## config.mk

```make
export PLATFORM = sky130hd
export DESIGN_NAME = murmur_hash_64a_stream_flat
export DESIGN_NICKNAME = d
export VERILOG_FILES = /design/src/rtl/mhs_pkg.sv /design/src/rtl/mhs_stream_if.sv /design/src/rtl/mhs_front.sv /design/src/rtl/mhs_queue.sv /design/src/rtl/mhs_mul.sv /design/src/rtl/mhs_back.sv /design/src/rtl/murmur_hash_64a_stream.sv /design/src/flat_wrapper.sv
export SDC_FILE = /design/constraint.sdc
export NUM_CORES = 2
export LEC_CHECK = 0
export BUFFER_PORTS_ARGS = -buffer_cell sky130_fd_sc_hd__clkbuf_2
export CORE_ASPECT_RATIO = 1.25
export CORE_UTILIZATION = 50
export DETAILED_ROUTE_END_ITERATION = 10
export PLACE_DENSITY = 0.77
export SLEW_MARGIN = 20
export SYNTH_ARGS = -nofsm -noshare
export SYNTH_HDL_FRONTEND = slang
export SYNTH_HIERARCHICAL = 1
export SYNTH_SLANG_ARGS = --single-unit
```

## constraint.sdc

```tcl
create_clock -name i_clk -period 18.1 [get_ports i_clk]
set_input_delay 1.81 -clock i_clk [delete_from_list [all_inputs] [get_ports i_clk]]
set_output_delay 1.81 -clock i_clk [all_outputs]
set_load 0.05 [all_outputs]
```

## src/rtl/mhs_pkg.sv

```systemverilog
// Package for the streaming 64-bit hash block: mixing constants, queue entry,
// word classes, sequencer states and the shared xor-shift helper.
// No dependencies.
package mhs_pkg;

    localparam logic [63:0] MIX_M      = 64'hc6a4a7935bd1e995;
    localparam int unsigned MIX_R      = 47;
    localparam logic [63:0] SEED_RESET = 64'hBEEFCAFEDEADE621;

    typedef enum logic [1:0] {
        K_NONE,
        K_TAIL,
        K_FULL
    } t_kind;

    typedef struct packed {
        t_kind       kind;
        logic [63:0] word;
        logic [31:0] len;
        logic        first;
        logic        last;
    } t_entry;

    typedef struct packed {
        logic full;
        logic empty;
    } t_q_stat;

    typedef struct packed {
        logic push;
        logic in_msg;
    } t_front_stat;

    typedef enum logic [3:0] {
        ST_IDLE,
        ST_LEN,
        ST_DATA,
        ST_K1,
        ST_K2,
        ST_ACC,
        ST_LAST,
        ST_FIN,
        ST_EMIT
    } t_back_state;

    function automatic logic [63:0] xorshift(input logic [63:0] h);
        return h ^ (h >> MIX_R);
    endfunction

endpackage

```

## src/rtl/mhs_stream_if.sv

```systemverilog
// Valid/ready channel interfaces for message words in and hash values out.
// No dependencies.
interface mhs_in_if;
    logic        valid;
    logic        ready;
    logic [63:0] data_word;
    logic [3:0]  bytes_valid;
    logic        first_item;
    logic        last_item;
    logic [31:0] message_length;

    modport source (
        output valid, data_word, bytes_valid, first_item, last_item, message_length,
        input  ready
    );
    modport sink (
        input  valid, data_word, bytes_valid, first_item, last_item, message_length,
        output ready
    );
endinterface

interface mhs_out_if;
    logic        valid;
    logic        ready;
    logic [63:0] hash_value;

    modport source (output valid, hash_value, input ready);
    modport sink   (input valid, hash_value, output ready);
endinterface

```

## src/rtl/mhs_front.sv

```systemverilog
// Front end: accepts message words, tracks message framing, drops stray words,
// masks tail bytes and classifies each word for the queue. Uses mhs_pkg, mhs_in_if.
module mhs_front (
    input  logic                  i_clk,
    input  logic                  i_rst_n,
    mhs_in_if.sink                i_in,
    input  mhs_pkg::t_q_stat      i_q_stat,
    output mhs_pkg::t_entry       o_entry,
    output mhs_pkg::t_front_stat  o_stat
);

    logic r_in_msg;
    logic n_in_msg;
    logic accept;
    logic keep;

    assign i_in.ready = !i_q_stat.full;
    assign accept     = i_in.valid && i_in.ready;
    assign keep       = i_in.first_item || r_in_msg;
    assign n_in_msg   = accept ? (keep && !i_in.last_item) : r_in_msg;

    always_ff @(posedge i_clk) begin
        if (!i_rst_n) begin
            r_in_msg <= 1'b0;
        end else begin
            r_in_msg <= n_in_msg;
        end
    end

    always_comb begin
        o_entry.word  = i_in.data_word;
        o_entry.len   = i_in.message_length;
        o_entry.first = i_in.first_item;
        o_entry.last  = i_in.last_item;
        if (i_in.bytes_valid == 4'd0) begin
            o_entry.kind = mhs_pkg::K_NONE;
        end else if (i_in.bytes_valid inside {[4'd1:4'd7]}) begin
            o_entry.kind = mhs_pkg::K_TAIL;
            for (int i = 0; i < 8; i++) begin
                o_entry.word[8*i +: 8] = i_in.data_word[8*i +: 8]
                                       & {8{4'(i) < i_in.bytes_valid}};
            end
        end else begin
            o_entry.kind = mhs_pkg::K_FULL;
        end
    end

    assign o_stat.push   = accept && keep;
    assign o_stat.in_msg = r_in_msg;

endmodule

```

## src/rtl/mhs_queue.sv

```systemverilog
// Small register queue between the front end and the hash sequencer.
// Uses mhs_pkg.
module mhs_queue #(
    parameter int DEPTH = 2
) (
    input  logic              i_clk,
    input  logic              i_rst_n,
    input  logic              i_push,
    input  mhs_pkg::t_entry   i_entry,
    input  logic              i_pop,
    output mhs_pkg::t_entry   o_head,
    output mhs_pkg::t_q_stat  o_stat
);

    localparam int PW = (DEPTH > 1) ? $clog2(DEPTH) : 1;
    localparam int CW = $clog2(DEPTH + 1);

    mhs_pkg::t_entry r_mem [DEPTH];
    logic [PW-1:0]   r_wr_ptr;
    logic [PW-1:0]   r_rd_ptr;
    logic [CW-1:0]   r_count;
    logic [PW-1:0]   n_wr_ptr;
    logic [PW-1:0]   n_rd_ptr;
    logic [CW-1:0]   n_count;

    assign n_wr_ptr = !i_push ? r_wr_ptr
                    : (r_wr_ptr == PW'(DEPTH - 1)) ? '0 : r_wr_ptr + 1'b1;
    assign n_rd_ptr = !i_pop ? r_rd_ptr
                    : (r_rd_ptr == PW'(DEPTH - 1)) ? '0 : r_rd_ptr + 1'b1;

    always_comb begin
        n_count = r_count;
        if (i_push && !i_pop) begin
            n_count = r_count + 1'b1;
        end else if (i_pop && !i_push) begin
            n_count = r_count - 1'b1;
        end
    end

    always_ff @(posedge i_clk) begin
        if (!i_rst_n) begin
            r_wr_ptr <= '0;
            r_rd_ptr <= '0;
            r_count  <= '0;
        end else begin
            r_wr_ptr <= n_wr_ptr;
            r_rd_ptr <= n_rd_ptr;
            r_count  <= n_count;
        end
    end

    always_ff @(posedge i_clk) begin
        if (i_push) begin
            r_mem[r_wr_ptr] <= i_entry;
        end
    end

    assign o_head       = r_mem[r_rd_ptr];
    assign o_stat.full  = (r_count == CW'(DEPTH));
    assign o_stat.empty = (r_count == '0);

endmodule

```

## src/rtl/mhs_mul.sv

```systemverilog
// Multiply of a 64-bit operand by the mixing constant, modulo 2^64,
// built from three registered 32x32 partial products. Uses mhs_pkg.
module mhs_mul (
    input  logic        i_clk,
    input  logic [63:0] i_operand,
    output logic [63:0] o_product
);

    localparam logic [31:0] ML = mhs_pkg::MIX_M[31:0];
    localparam logic [31:0] MH = mhs_pkg::MIX_M[63:32];

    logic [63:0] r_ll;
    logic [31:0] r_hl;
    logic [31:0] r_lh;
    logic [63:0] n_ll;
    logic [31:0] n_hl;
    logic [31:0] n_lh;

    assign n_ll = i_operand[31:0] * ML;
    assign n_hl = i_operand[63:32] * ML;
    assign n_lh = i_operand[31:0] * MH;

    always_ff @(posedge i_clk) begin
        r_ll <= n_ll;
        r_hl <= n_hl;
        r_lh <= n_lh;
    end

    assign o_product = r_ll + {r_hl + r_lh, 32'd0};

endmodule

```

## src/rtl/mhs_back.sv

```systemverilog
// Hash sequencer: seeds, mixes and finalizes the accumulator for each queued
// word through one shared multiplier, and holds the result register.
// Uses mhs_pkg, mhs_mul, mhs_out_if.
module mhs_back (
    input  logic              i_clk,
    input  logic              i_rst_n,
    input  logic [63:0]       i_seed,
    input  mhs_pkg::t_entry   i_head,
    input  mhs_pkg::t_q_stat  i_q_stat,
    output logic              o_pop,
    mhs_out_if.source         o_out
);

    mhs_pkg::t_back_state r_state;
    mhs_pkg::t_back_state n_state;
    logic [63:0] r_acc;
    logic [63:0] n_acc;
    logic        r_out_valid;
    logic        n_out_valid;
    logic [63:0] r_hash;
    logic [63:0] n_hash;
    logic [63:0] operand;
    logic [63:0] product;
    logic        out_free;
    logic        do_data;
    logic        do_last;

    mhs_mul u_mul (
        .i_clk     (i_clk),
        .i_operand (operand),
        .o_product (product)
    );

    assign out_free = !r_out_valid || o_out.ready;
    assign do_data  = (r_state == mhs_pkg::ST_DATA)
                   || (r_state == mhs_pkg::ST_IDLE && !i_q_stat.empty && !i_head.first);
    assign do_last  = (r_state == mhs_pkg::ST_LAST)
                   || (do_data && i_head.kind == mhs_pkg::K_NONE);

    always_comb begin
        n_state     = r_state;
        n_acc       = r_acc;
        n_hash      = r_hash;
        n_out_valid = r_out_valid && !o_out.ready;
        operand     = '0;
        o_pop       = 1'b0;
        case (r_state)
            mhs_pkg::ST_IDLE: begin
                if (!i_q_stat.empty && i_head.first) begin
                    operand = {32'd0, i_head.len};
                    n_state = mhs_pkg::ST_LEN;
                end
            end
            mhs_pkg::ST_LEN: begin
                n_acc   = i_seed ^ product;
                n_state = mhs_pkg::ST_DATA;
            end
            mhs_pkg::ST_DATA: begin
            end
            mhs_pkg::ST_K1: begin
                operand = mhs_pkg::xorshift(product);
                n_state = mhs_pkg::ST_K2;
            end
            mhs_pkg::ST_K2: begin
                operand = r_acc ^ product;
                n_state = mhs_pkg::ST_ACC;
            end
            mhs_pkg::ST_ACC: begin
                n_acc   = product;
                n_state = mhs_pkg::ST_LAST;
            end
            mhs_pkg::ST_LAST: begin
            end
            mhs_pkg::ST_FIN: begin
                n_acc   = product;
                n_state = mhs_pkg::ST_EMIT;
            end
            mhs_pkg::ST_EMIT: begin
                if (out_free) begin
                    n_out_valid = 1'b1;
                    n_hash      = mhs_pkg::xorshift(r_acc);
                    o_pop       = 1'b1;
                    n_state     = mhs_pkg::ST_IDLE;
                end
            end
            default: begin
                n_state = mhs_pkg::ST_IDLE;
            end
        endcase

        if (do_data) begin
            case (i_head.kind)
                mhs_pkg::K_FULL: begin
                    operand = i_head.word;
                    n_state = mhs_pkg::ST_K1;
                end
                mhs_pkg::K_TAIL: begin
                    operand = r_acc ^ i_head.word;
                    n_state = mhs_pkg::ST_ACC;
                end
                default: begin
                end
            endcase
        end

        if (do_last) begin
            if (i_head.last) begin
                operand = mhs_pkg::xorshift(r_acc);
                n_state = mhs_pkg::ST_FIN;
            end else begin
                o_pop   = 1'b1;
                n_state = mhs_pkg::ST_IDLE;
            end
        end
    end

    always_ff @(posedge i_clk) begin
        if (!i_rst_n) begin
            r_state     <= mhs_pkg::ST_IDLE;
            r_acc       <= '0;
            r_out_valid <= 1'b0;
        end else begin
            r_state     <= n_state;
            r_acc       <= n_acc;
            r_out_valid <= n_out_valid;
        end
    end

    always_ff @(posedge i_clk) begin
        r_hash <= n_hash;
    end

    assign o_out.valid      = r_out_valid;
    assign o_out.hash_value = r_hash;

endmodule

```

## src/rtl/murmur_hash_64a_stream.sv

```systemverilog
// Streaming 64-bit multiply-xor hash (64A variant), top level.
// Input channel i_in: one transaction per 64-bit little-endian message word,
// with bytes_valid, first_item/last_item framing and message_length on the
// first word. A word outside a message is accepted and dropped.
// Output channel o_out: one transaction carrying hash_value per message, after
// the word marked last_item.
// Configuration: i_cfg_we/i_cfg_wdata write the 64-bit seed; write only while idle.
// Words pass a QUEUE_DEPTH-entry queue into a sequencer that runs every step
// through one 64-bit multiplier, so the sequencer sets the rate; it takes a new
// word from the queue only when done with the last. A full word runs the K1, K2
// and ACC steps, a tail word the ACC step and an empty word none; a first word
// adds the length product, a last word adds the final mix (FIN, EMIT).
// The front keeps accepting words while the queue has room, also while a hash
// waits in the output register; a stalled receiver holds the hash and
// eventually fills the queue, which drops i_in.ready.
// Synchronous reset clears framing, queue, sequencer, output valid and restores
// the default seed.
module murmur_hash_64a_stream #(
    parameter int QUEUE_DEPTH = 2
) (
    input  logic        i_clk,
    input  logic        i_rst_n,
    input  logic        i_cfg_we,
    input  logic [63:0] i_cfg_wdata,
    mhs_in_if.sink      i_in,
    mhs_out_if.source   o_out
);

    logic [63:0]          r_seed;
    mhs_pkg::t_entry      q_entry;
    mhs_pkg::t_entry      q_head;
    mhs_pkg::t_q_stat     q_stat;
    mhs_pkg::t_front_stat f_stat;
    logic                 q_pop;

    always_ff @(posedge i_clk) begin
        if (!i_rst_n) begin
            r_seed <= mhs_pkg::SEED_RESET;
        end else if (i_cfg_we) begin
            r_seed <= i_cfg_wdata;
        end
    end

    mhs_front u_front (
        .i_clk    (i_clk),
        .i_rst_n  (i_rst_n),
        .i_in     (i_in),
        .i_q_stat (q_stat),
        .o_entry  (q_entry),
        .o_stat   (f_stat)
    );

    mhs_queue #(
        .DEPTH (QUEUE_DEPTH)
    ) u_queue (
        .i_clk   (i_clk),
        .i_rst_n (i_rst_n),
        .i_push  (f_stat.push),
        .i_entry (q_entry),
        .i_pop   (q_pop),
        .o_head  (q_head),
        .o_stat  (q_stat)
    );

    mhs_back u_back (
        .i_clk    (i_clk),
        .i_rst_n  (i_rst_n),
        .i_seed   (r_seed),
        .i_head   (q_head),
        .i_q_stat (q_stat),
        .o_pop    (q_pop),
        .o_out    (o_out)
    );

    a_no_push_full: assert property (@(posedge i_clk) disable iff (!i_rst_n)
        q_stat.full |-> !f_stat.push)
        else $error("queue written while full");

    a_no_pop_empty: assert property (@(posedge i_clk) disable iff (!i_rst_n)
        q_pop |-> !q_stat.empty)
        else $error("queue read while empty");

    a_drop_stray: assert property (@(posedge i_clk) disable iff (!i_rst_n)
        (i_in.valid && i_in.ready && !i_in.first_item && !f_stat.in_msg) |-> !f_stat.push)
        else $error("word outside a message was queued");

    a_out_after_pop: assert property (@(posedge i_clk) disable iff (!i_rst_n)
        $rose(o_out.valid) |-> $past(q_pop))
        else $error("hash presented without retiring a queued word");

endmodule
```

## src/flat_wrapper.sv

```systemverilog
// flat-port wrapper written by rule: the top's interface ports become plain ports
module murmur_hash_64a_stream_flat 
#(
    parameter int QUEUE_DEPTH = 2
)
  (i_clk, i_rst_n, i_cfg_we, i_cfg_wdata, i_in_valid, i_in_data_word, i_in_bytes_valid, i_in_first_item, i_in_last_item, i_in_message_length, i_in_ready, o_out_valid, o_out_hash_value, o_out_ready);
  mhs_in_if i_in_i ();
  mhs_out_if o_out_i ();
  input  logic i_clk;
  input  logic i_rst_n;
  input  logic i_cfg_we;
  input  logic [63:0] i_cfg_wdata;
  input wire logic [$bits(i_in_i.valid)-1:0] i_in_valid;
  input wire logic [$bits(i_in_i.data_word)-1:0] i_in_data_word;
  input wire logic [$bits(i_in_i.bytes_valid)-1:0] i_in_bytes_valid;
  input wire logic [$bits(i_in_i.first_item)-1:0] i_in_first_item;
  input wire logic [$bits(i_in_i.last_item)-1:0] i_in_last_item;
  input wire logic [$bits(i_in_i.message_length)-1:0] i_in_message_length;
  output wire logic [$bits(i_in_i.ready)-1:0] i_in_ready;
  output wire logic [$bits(o_out_i.valid)-1:0] o_out_valid;
  output wire logic [$bits(o_out_i.hash_value)-1:0] o_out_hash_value;
  input wire logic [$bits(o_out_i.ready)-1:0] o_out_ready;
  assign i_in_i.valid = i_in_valid;
  assign i_in_i.data_word = i_in_data_word;
  assign i_in_i.bytes_valid = i_in_bytes_valid;
  assign i_in_i.first_item = i_in_first_item;
  assign i_in_i.last_item = i_in_last_item;
  assign i_in_i.message_length = i_in_message_length;
  assign i_in_ready = i_in_i.ready;
  assign o_out_valid = o_out_i.valid;
  assign o_out_hash_value = o_out_i.hash_value;
  assign o_out_i.ready = o_out_ready;
  murmur_hash_64a_stream #(.QUEUE_DEPTH(QUEUE_DEPTH)) u_core (.i_clk(i_clk), .i_rst_n(i_rst_n), .i_cfg_we(i_cfg_we), .i_cfg_wdata(i_cfg_wdata), .i_in(i_in_i), .o_out(o_out_i));
endmodule
```

== Yosys cells after proc, flatten, opt, wreduce, memory -nomap -nowiden ==
Memory sizes are Yosys's and may differ from the RTL's. A register that Yosys moved wholly into a read port is not among the register bits.
Cells that the tools add are included.
Operators by class
  $add $sub $neg: 6
  multiply operators: 3
  div/mod/pow operators: 0
  $lt $le $gt $ge: 10
  eq/ne operators: 11
  shift operators: 0
  mux-type cells: 32
  bitwise gates (word level): 13
  reductions and logical operators: 32
Operators by type and width (count)
  64-bit 2-to-1 mux: 5
  64-bit case mux with 2 select lines: 2
  64-bit case mux with 3 select lines: 1
  64-bit XOR: 3
  64-bit by 17-bit XOR with 64-bit output: 2
  63-bit by 64-bit adder with 64-bit output: 1
  8-bit AND: 8
  32-bit by 31-bit multiplier with 32-bit output (second input constant): 2
  32-bit by 31-bit multiplier with 63-bit output (second input constant): 1
  32-bit adder: 1
  32-bit 2-to-1 mux: 1
  4-bit case mux with 8 select lines: 1
  4-bit by 3-bit equality test with 1-bit output (second input constant): 4
  3-bit by 4-bit < comparator with 1-bit output (first input constant): 4
  4-bit 2-to-1 mux: 4
  1-bit 2-to-1 mux: 12
  1-bit logical AND: 11
  4-bit by 2-bit equality test with 1-bit output (second input constant): 2
  1-bit logical NOT: 8
  4-bit logical NOT: 2
  1-bit by 4-bit < comparator with 1-bit output (first input constant): 2
  2-bit by 4-bit < comparator with 1-bit output (first input constant): 2
  2-bit 2-to-1 mux: 4
  4-bit case mux with 2 select lines: 1
  15 further kinds: 23
Word-level totals
  bits in registers: 329
  bits in latches: 0
  memory bits (writable): 200
  bits in read-only memories: 0
  output and inout port bits: 66
  word-level logic and storage cells: 120
  memories kept: 1
Memory list
  u_core.u_queue.r_mem: depth 2, bits a word 100, rd ports 1, clocked after memory_dff 1, wr ports 1, RTL line mhs_queue.sv:18  | mhs_pkg::t_entry r_mem [DEPTH];

== Logic depth before layout (Yosys ltp) ==
  depth in word-level cells: 11
  depth in mapped cells: 56
  mapped depth without buffers: 56

== By module ==
Netlist, hierarchy kept.
Modules (own cells, without submodules)
  mhs_mul: instances 1, cells an instance 4005, area each 39958.3 um^2, sequential area each 2522.4 um^2
  mhs_back: instances 1, cells an instance 1042, area each 9120.0 um^2, sequential area each 3303.2 um^2
  mhs_queue: instances 1, cells an instance 333, area each 7470.9 um^2, sequential area each 6105.9 um^2
  murmur_hash_64a_stream: instances 1, cells an instance 206, area each 2341.0 um^2, sequential area each 1281.2 um^2
  mhs_front: instances 1, cells an instance 140, area each 925.9 um^2, sequential area each 20.0 um^2

== Least setup slack after synthesis ==
No wires, ideal clock.
  kind: register -> register
  start: reg u_core.u_back.u_mul.r_lh[0]
  end: reg u_core.u_back.u_mul.r_ll[59]
  library setup time: 0.131 ns
  arrival time: 12.252 ns
  data required time: 17.969 ns
  setup slack: 5.718 ns
  cell stages (with the launch flop): 55
  clock period less this slack: 12.382 ns
  cells stage by stage: dfxtp_1 ha_1 fa_1 a21oi_1 nand4b_1 a31oi_1 nor3_1 nor2b_1 o21ai_0 a21boi_0 o21ai_0 nand2b_1 xnor2_1 ha_1 nand2_1 nor2_1 nand2_1 o32ai_1 (+19 left out) inv_1 fa_1 fa_1 inv_1 fa_1 inv_1 ha_1 a21o_1 a21oi_1 nor2_1 nor2_1 o21ai_0 o21bai_2 a211oi_1 o31ai_2 a31oi_1 o31ai_1 xor2_1
Between the ends
  longest elaborated chain between the ends: 9
Ends and longest elaborated chain
  from (decl): RTL line mhs_mul.sv:14  | logic [31:0] r_lh;
  from (signal assigned): RTL line mhs_mul.sv:26  | r_lh <= n_lh;
  32-bit adder (*): RTL line mhs_mul.sv:29  | assign o_product = r_ll + {r_hl + r_lh, 32'd0};
  63-bit by 64-bit adder with 64-bit output (*): RTL line mhs_mul.sv:29
  net u_core.u_back.product[62]: RTL line mhs_back.sv:23  | logic [63:0] product;
  64-bit by 17-bit XOR with 64-bit output (*): RTL line mhs_pkg.sv:47  | return h ^ (h >> MIX_R);
  64-bit case mux with 3 select lines (*): RTL line mhs_back.sv:47  | case (r_state)
  64-bit case mux with 2 select lines: RTL line mhs_back.sv:92  | case (i_head.kind)
  64-bit 2-to-1 mux (*): RTL line mhs_back.sv:91  | if (do_data) begin
  64-bit 2-to-1 mux: RTL line mhs_back.sv:107  | if (i_head.last) begin
  64-bit 2-to-1 mux (*): RTL line mhs_back.sv:106  | if (do_last) begin
  net u_core.u_back.operand[15]: RTL line mhs_back.sv:22  | logic [63:0] operand;
  32-bit by 31-bit multiplier with 63-bit output (*): RTL line mhs_mul.sv:19  | assign n_ll = i_operand[31:0] * ML;
  net u_core.u_back.u_mul.n_ll[59]: RTL line mhs_mul.sv:15  | logic [63:0] n_ll;
  to (signal assigned): RTL line mhs_mul.sv:24  | r_ll <= n_ll;
  to (decl): RTL line mhs_mul.sv:12  | logic [63:0] r_ll;
The timed path passes the listed nets; every way through them passes the cells marked *.
A chain may end at the register's enable or synchronous reset.

== Final worst setup path ==
  start: reg u_core.u_back.u_mul.r_lh[0]
  end: reg u_core.u_back.u_mul.r_ll[61]
The elaborated chain is that of the path after synthesis.

==> results.json <==
{
  "grt-ovfl-total": 0,
  "final.setup.tns_ns": 0,
  "r2r_setup_slack_ns": 4.57,
  "firstDrtPassIters": 6,
  "use_met1": 0.366,
  "crit_start": "u_core/u_back/u_mul/r_lh[0]",
  "hpwl_mm": 154,
  "syn_inst": 5725,
  "die_area_sq_um": 121000,
  "drt-wirelength-per-cell_um": 24.6,
  "layout.nets": 7697,
  "path_clk_slew_ns": 0.06,
  "antenna_found_initial": 8,
  "clock_latency_ns": 0.65,
  "cp_max_fo": 14,
  "rsz0062_at_grt": "no",
  "drc": 0,
  "cts_hold_buf": 0,
  "placement.io_buffers": 236,
  "hold_viol": 0,
  "cts_resized": 0,
  "die_w_um": 311,
  "drv_slew": 0,
  "fin_crit_sh": 0.747,
  "postCtsSetupBuffers": 0,
  "cp-endpoint": "u_core/u_back/u_mul/r_ll[61]",
  "cpPeakStageDelay_ns": 0.60,
  "seqCellArea_sq_um": 13200,
  "cts_tree": "built",
  "critPathTopFamily": "adder cells",
  "drt_wl_total_mm": 185,
  "syn-mean-instance-area_sq_um": 10.4,
  "max_freq_ghz": 0.0739,
  "slew_headroom": 0.177,
  "worstMarginPinSlew_ns": 1.22,
  "period_needed_ns": 13.53,
  "grt_use_met2": 0.541,
  "utilization": 0.544,
  "cts_buffer_depth": 3,
  "cp_common_cell": "fa_1",
  "htreeDepth": 2,
  "ys.warnings.count": 6,
  "grt_pass1_wl_mm": 278,
  "vias": 42149,
  "rows": 141,
  "setup_viol": 0,
  "whs_ns": 0.474,
  "holdPathStages": 2,
  "crit_path_end_kind": "register",
  "gr-max-usage-layer": "met2",
  "gr-usage-all-layers": 0.309,
  "crit_arrival_ns": 14.01,
  "syn-cell-area_sq_um": 59800,
  "use_met3": 0.0310,
  "globalplace.congestion": 0.991,
  "fp.dieH_um": 389,
  "crit_buf_inv": 3,
  "multi_input_area_sq_um": 40700,
  "clock-sinks": 529,
  "required_ns": 18.58,
  "r2r-end": "u_core/u_back/u_mul/r_ll[61]",
  "cts_buffers": 55,
  "slowest_stage": "fa_1",
  "grt_pass1_vias": 44907,
  "drt_iter0_markers": 3309,
  "hp-class": "register to register",
  "ios": 237,
  "r2r_cells": 51,
  "status": "complete, no violations",
  "routed_via_density": 5.61,
  "fin_skew_ns": 0.0697,
  "cp.depth": 51,
  "layout-drive-gt1-share": 0.0951,
  "grt_max_degree": 90,
  "reg2reg_from": "u_core/u_back/u_mul/r_lh[0]",
  "nFillCells": 10202,
  "initial_core_util": 0.505,
  "cap_violations": 0,
  "synthesis.nets": 7537,
  "crit_type": "register to register",
  "root_buffer": "clkbuf_16",
  "drtAntennaViolNets": 0,
  "startpoint_type": "register",
  "area_growth_pct": 7.77,
  "core_sq_um": 118000
}
-- worst min path at each step --
| stage | startpoint | endpoint | slack [ns] |
|---|---|---|---|
| 2_1_floorplan | u_core/r_seed[0] | u_core/r_seed[0] | 0.44 |
| 3_3_place_gp | u_core/r_seed[10] | u_core/r_seed[10] | 0.46 |
| 3_5_place_dp | u_core/r_seed[38] | u_core/r_seed[38] | 0.46 |
| 4_1_cts | u_core/r_seed[43] | u_core/r_seed[43] | 0.48 |
| 5_1_grt | u_core/r_seed[5] | u_core/r_seed[5] | 0.49 |
| 6_report | u_core/r_seed[43] | u_core/r_seed[43] | 0.47 |
-- worst register-to-register path, delay by kind of cell, from the launching register on --
family	cells	cell delay [ns]
AOI/OAI and AO/OA	22	4.66
xor gates and xnor gates	4	1.06
adders and majority gates	12	5.23
buffers and inverters	3	0.50
DFF	1	0.36
and+or+nand+nor	10	1.52
-- flip-flops by register name (all words and copies together), names as in the netlist, named ones only --
signal	flops
u_core/u_queue/r_mem	200
u_core/r_seed	64
u_core/u_back/o_out.hash_value	64
u_core/u_back/r_acc	64
u_core/u_back/u_mul/r_ll	62
u_core/u_back/u_mul/r_hl	32
u_core/u_back/u_mul/r_lh	32
u_core/u_back/r_state	4
u_core/u_queue/r_count	2
u_core/u_back/o_out.valid	1
u_core/u_front/r_in_msg	1
u_core/u_queue/r_rd_ptr	1
u_core/u_queue/r_wr_ptr	1
-- per-stage QoR --
step                      setup WS (ns)  area, sq um  instances
after floorplan                    5.72        59800       5725
after global placement             4.88        62500       7401
after detailed placement           4.84        62500       7401
after CTS                          4.70        64400       7505
after global routing               3.64        64500       7507
final                              4.57        64500       7508
-- layer usage --
| layer | wire length (um) | vias up | part of all wire |
|---|---|---|---|
| met5 | 20 | - | 0.00011 |
| met4 | 12800 | 2 | 0.069 |
| met3 | 10000 | 476 | 0.054 |
| met2 | 92300 | 1592 | 0.50 |
| met1 | 69700 | 21121 | 0.38 |
| li1 | - | 18958 | - |
-- cell type report --
| cell class | instances | area share |
|---|---|---|
| well taps | 1573 | 0.0305 |
| clock buffers | 71 | 0.0235 |
| diodes | 3 | 0.000116 |
| clock inverters | 33 | 0.00588 |
| flip-flops and latches | 529 | 0.205 |
| multi-input cells | 3702 | 0.632 |
| repair buffers | 317 | 0.0278 |
| inverters | 1280 | 0.0745 |
-- cells in the final DEF, fill, tap and decap left out, types with 17 or more instances in the layout --
master        n
a31oi_1      63
inv_1      1279
o21ai_1      23
dfxtp_1     264
xor2_1      203
edfxtp_1    264
nor3_1       19
clkbuf_16    56
xnor2_1     208
a221oi_1     47
a21boi_0     24
ha_1        875
o21ai_0     158
fa_1        764
a22oi_1      31
nand2_1     246
nand3_1      24
nor2_1      155
a211oi_1     45
nor2b_1      51
clkbuf_2    234
buf_4        83
mux2i_1      64
nand4_1      17
o21a_1       22
o211a_1      66
a21oi_1     151
a21o_1       83
o21bai_1     34
o22ai_1      21
mux2_2      100
Power is not shown: default switching activity piles up to over one toggle a cycle in this logic, so the estimate is an artifact.
